$ cat config.mk
export PLATFORM = sky130hd
export DESIGN_NAME = bblru_cell
export DESIGN_NICKNAME = d
export VERILOG_FILES = /design/src/rtl/bblru_pkg.sv /design/src/rtl/bblru_cell.sv
export SDC_FILE = /design/constraint.sdc
export NUM_CORES = 1
export LEC_CHECK = 0
export ABC_CLOCK_PERIOD_IN_PS = 2960
export BUFFER_PORTS_ARGS = -buffer_cell sky130_fd_sc_hd__buf_2
export CAP_MARGIN = 20
export CORE_ASPECT_RATIO = 0.9
export CORE_UTILIZATION = 43
export DETAILED_ROUTE_END_ITERATION = 10
export GPL_TIMING_DRIVEN = 0
export PLACE_DENSITY = 0.85
export SYNTH_ARGS = -nofsm -noshare
export SYNTH_HDL_FRONTEND = slang
export SYNTH_SLANG_ARGS = --single-unit
$ cat constraint.sdc
create_clock -name clk -period 2.96 [get_ports clk]
set_input_delay 0.592 -clock clk [delete_from_list [all_inputs] [get_ports clk]]
set_output_delay 0.592 -clock clk [all_outputs]
set_load 0.02 [all_outputs]
$ cat src/rtl/bblru_pkg.sv
`default_nettype none
package bblru_pkg;

  localparam int NUM_ENTRIES_DEF = 64;
  localparam int KEY_W    = 24;
  localparam int SIZE_W   = 34;
  localparam int BUDGET_W = 40;
  localparam int USED_W   = 41;
  localparam int CNT_W    = 32;
  localparam int STATUS_W = 3;
  localparam int SLOT_OUT_W = 6;
  localparam int EVC_OUT_W  = 7;
  localparam int EVC_SAT    = 127;

  localparam logic [STATUS_W-1:0] ST_HIT         = 3'd0;
  localparam logic [STATUS_W-1:0] ST_MISS_LOADED = 3'd1;
  localparam logic [STATUS_W-1:0] ST_MISS_NO_SRC = 3'd2;
  localparam logic [STATUS_W-1:0] ST_MISS_FAILED = 3'd3;
  localparam logic [STATUS_W-1:0] ST_INSERTED    = 3'd4;
  localparam logic [STATUS_W-1:0] ST_PRESENT     = 3'd5;
  localparam logic [STATUS_W-1:0] ST_INS_FAILED  = 3'd6;

  // per-cell control from the sequencer
  typedef struct packed {
    logic occupied;
    logic take_left;
    logic take_front;
  } cell_ctrl_t;

  typedef enum logic [5:0] {
    S_IDLE   = 6'b000001,
    S_SEARCH = 6'b000010,
    S_DECIDE = 6'b000100,
    S_EVICT  = 6'b001000,
    S_PLACE  = 6'b010000,
    S_RESP   = 6'b100000
  } state_t;

endpackage
`default_nettype wire

$ cat src/rtl/bblru_cell.sv
`default_nettype none
module bblru_cell #(
  parameter int SW = 6,
  parameter int IDX = 0
) (
  input  wire                           clk,
  input  wire                           rst,
  input  bblru_pkg::cell_ctrl_t         ctrl,
  input  wire [bblru_pkg::KEY_W-1:0]    search_key,
  input  wire [bblru_pkg::KEY_W-1:0]    left_key,
  input  wire [bblru_pkg::SIZE_W-1:0]   left_size,
  input  wire [SW-1:0]                  left_slot,
  input  wire [bblru_pkg::KEY_W-1:0]    front_key,
  input  wire [bblru_pkg::SIZE_W-1:0]   front_size,
  input  wire [SW-1:0]                  front_slot,
  output logic [bblru_pkg::KEY_W-1:0]   key,
  output logic [bblru_pkg::SIZE_W-1:0]  size,
  output logic [SW-1:0]                 slot,
  output logic                          match
);
  import bblru_pkg::*;

  always_ff @(posedge clk) begin
    if (rst) begin
      slot <= SW'(IDX);
    end else if (ctrl.take_front) begin
      slot <= front_slot;
    end else if (ctrl.take_left) begin
      slot <= left_slot;
    end
  end

  always_ff @(posedge clk) begin
    if (ctrl.take_front) begin
      key  <= front_key;
      size <= front_size;
    end else if (ctrl.take_left) begin
      key  <= left_key;
      size <= left_size;
    end
  end

  assign match = ctrl.occupied && (key == search_key);

endmodule
`default_nettype wire
==> reports/metrics.sh <==
CRITICAL_PATH_ARRIVAL_NS=1.74
PORT_BUFFERS=219
GRT_FIRST_PASS_WIRELENGTH_UM=10900
ROUTE.LAYER.MET1.WL_UM=2790
SYNTH-EDFF-COUNT=58
NUM_ANTENNA_CELLS=0
GRT_SETUP_UNREPAIRED='false'
WORSTREG2REGEND='slot[3]$_SDFFE_PP0P_'
DP.CELLS=499
PRECTSSETUPSLACK_NS=0.664
SEQ_CELLS_POST_SYNTH=64
REGTOREGSTARTPOINT='slot[3]$_SDFFE_PP0P_'
POSTSYNTHCELLCOUNT=189
ANTENNA_VIOLATIONS_BEFORE_REPAIR=0
CRITICAL_PATH.MAX_STAGE_DELAY_NS=0.42
AREAGROWTHSYNTHTOFINISH_PCT=47.8
MAX_FREQ_MHz=429
MAPPEDNETLISTAREA_MM2=0.00297
WORSTPATHREQUIRED_NS=2.37
MIN-DELAY-START='front_slot[0]'
CORE.ROWCOUNT=28
POST_CTS_RESIZE_COUNT=0
COUNT_OF_BUFFERING_CELLS_ON_THE_CRITICAL_PATH_WITH_INVERTERS_INCLUDED=1
STATUS='finished clean'
TIMING.CRITICAL_PATH.MAX_DELAY_FAMILY='simple AND/OR/NAND/NOR gates'
CTS.CLK_SLEW.WORST_PATHS_NS=0.07
CLOCK-SINKS=64
GRT.OVERFLOW.TOTAL=0
GRT_PASS1_VIAS=2361
REPORT.POWER.TOTAL_mW=2.36
ANTENNA_LEFT=0
TIMING.CLOCK.SKEW_NS=0
FINALCRITPERIODSHARE_PCT=78.7
CORE_AREA_MM2=0.00662
SETUP_VIOL=0
SYN-NUM-NETS=346
SYNTH-WARNING-COUNT=0
DRV.MAX_CAP_VIOLATION_COUNT=0
GLOBALPLACE.CONGESTION=0.774
MAXUSEDROUTINGLAYER='met4'
NUM-FILL-CELLS=517
ROUTEDWLPERCELL_UM=15.0
TIMING.SETUP.CRITICAL_PATH_CLASS='reg -> out'
POST_CTS_BUFFERS=0
DRT_PRE_ANTENNA_ITERS=4
LAYOUTNONFILLERINSTCOUNT=515
ASR_FLOP_RATIO_SYNTH_PCT=0
FLOORPLAN.INITIALDENSITY_PCT=44.9
LAYOUT.CELLS.MOST_COMMON_LIST='buf_2 (228), mux2_2 (58), edfxtp_1 (58), xor2_1 (15), nor2_1 (12)'
IR_WORST_VDD_mV=0.290
POWER_PER_CELL_AREA_mW_PER_MM2=538
SETUP_SLACK_NS=0.630
P_LEAK_nW=2.04
MAX-CLOCK-PATH-BUFFERS=2
NETS=577
YOSYS_MOST_USED_DFF='edfxtp_1'
WL_MET3_UM=552
DIE-HEIGHT_UM=80.8
CTSROOTBUFFERMASTER='clkbuf_8'
MAXSLEWHEADROOM_PCT=62.2
SYNTH_AREA_PER_CELL_UM2=15.7
GRT_START_MAX_NET_PINS=37
FLOORPLAN.DIE_AREA_MM2=0.00724
LAYOUT_MIN_CYCLE_TIME_NS=2.33
SYNTH_SEQUENTIAL_AREA_RATIO_PCT=62.7
WORST-R2R-CELL-COUNT=4
R2R_SETUP_SLACK_NS=2.15
CRITICAL_PATH.ENDPOINT_TYPE='output pin'
FP.DIEW_UM=89.6
FIRST_ITER_VIOLATIONS=35
HOLD_BUFS_INSERTED_AFTER_CTS=0
ROUTE.DETAILED.DRC=0
ROUTED-VIA-COUNT=2407
WORSTPATHCELLLIST='xor2_1, nor4_1, nand3_1, nor4_2, buf_2'
CLOCK_TREE.HTREE_LEVEL_COUNT=3
MIN_DELAY_PATH_DEPTH=3
FINAL_COMMON_CELL='buf_2'
MET2_WIRELENGTH_UM=4320
YOSYS.CELL_TYPES.COUNT=15
HOLD_PATH_CLASS='in -> reg'
CRITPATHMAXFANOUT=2
FINAL_HOLD_VIO_COUNT=0
DRT_WL_TOTAL_UM=7740
FINAL_TOTAL_NEGATIVE_SETUP_SLACK_NS=0
TOT_GR_TRACK_USE_PCT=21.0
TIMING_MAX_TRANSITION_VIOLATIONS_FINAL=0
STARTPOINT_TYPE='flop'
POST_DRT_VIA_CELL_RATIO=4.67
TRITONCTS_BUFFER_COUNT=9
CTS_TREE='yes'
HPWLAFTERDP_UM=6160
CLKLATENCYLATEPIN_NS=0.32
CPMAXSTAGEDELAYCELL='edfxtp_1'
LAYOUT_CELLS_SIZED_ABOVE_1_PCT=71.3
HOLD_PATH_END='slot[0]$_SDFFE_PP0P_'
NUMBER_OF_I_O_PINS=222
TIGHTEST_SLEW_NS=0.567
worst reg2reg max path: cells and delay by family, from the launching register on:
family / cells / cell delay [ns]
compound gates: 1 / 0.14
flops: 1 / 0.32
mux: 1 / 0.15
simple gates: 2 / 0.10
layout make-up:
cell class	count	area, um^2	share of cell area (%)
well taps	90	113	2.57
repair buffers	220	1120	25.4
clock inverters	4	45.0	1.03
clock buffers	12	145	3.31
multi-input cells	116	1060	24.2
plain buffers	9	45.0	1.03
flip-flops and latches	64	1860	42.4
synth_stat cells (all sizes together) (2+ instances only):
library cell / count / area, um^2
xor2: 15 / 131
edfxtp: 58 / 1740
nor4: 4 / 31.3
xnor2: 9 / 78.8
nand3: 2 / 10.0
a21oi: 6 / 30.0
nor2: 12 / 45.0
nand4: 2 / 12.5
dfxtp: 6 / 120
buf: 9 / 45.0
mux2: 58 / 653
mux2i: 6 / 60.1
where the power goes:
part	total, mW	internal (mW)	switching [mW]
sequential	1.14	1.10	0.0397
clock	0.725	0.409	0.317
combinational	0.500	0.230	0.270
total	2.36	1.73	0.627
worst max path at each step:
| stage | slack (ns) | cells after the start | endpoint | start |
|---|---|---|---|---|
| CTS | 0.59 | 5 | match | key[19]$_DFFE_PP_ |
| global route | 0.43 | 5 | match | key[19]$_DFFE_PP_ |
| global placement | 0.47 | 3 | size[13]$_DFFE_PP_ | ctrl[0] |
| finish | 0.63 | 5 | match | key[12]$_DFFE_PP_ |
| detailed placement | 0.66 | 6 | match | search_key[12] |
| floorplan | 0.79 | 4 | match | search_key[19] |
metal layers:
metal,vias up,global-route usage (%)
li1,1170,-
met2,132,41.9
met1,1093,20.6
met3,12,5.69
met4,0,6.67
met5,-,0
per-stage QoR:
stage | hold WS [ns] | utilization, % | cell area, um^2
global placement | 0.586 | 63.1 | 4180
detailed placement | 0.606 | 63.4 | 4200
global route | 0.494 | 66.3 | 4390
floorplan | 0.664 | - | 2970
CTS | 0.485 | 66.3 | 4390
finish | 0.500 | 66.3 | 4390
registers in the layout, summed over array words and instances (netlist names):
name,count
slot,6
size,34
key,24
cells by family after synthesis:
group / Yosys count / share of synthesized area [%]
DFF: 64 / 62.7
xor gates and xnor gates: 24 / 7.08
and+or+nand+nor: 22 / 3.71
muxes: 64 / 24.0
AOI/OAI and AO/OA: 6 / 1.01
buffers and inverters: 9 / 1.52
(Power assumes the default switching activity.)
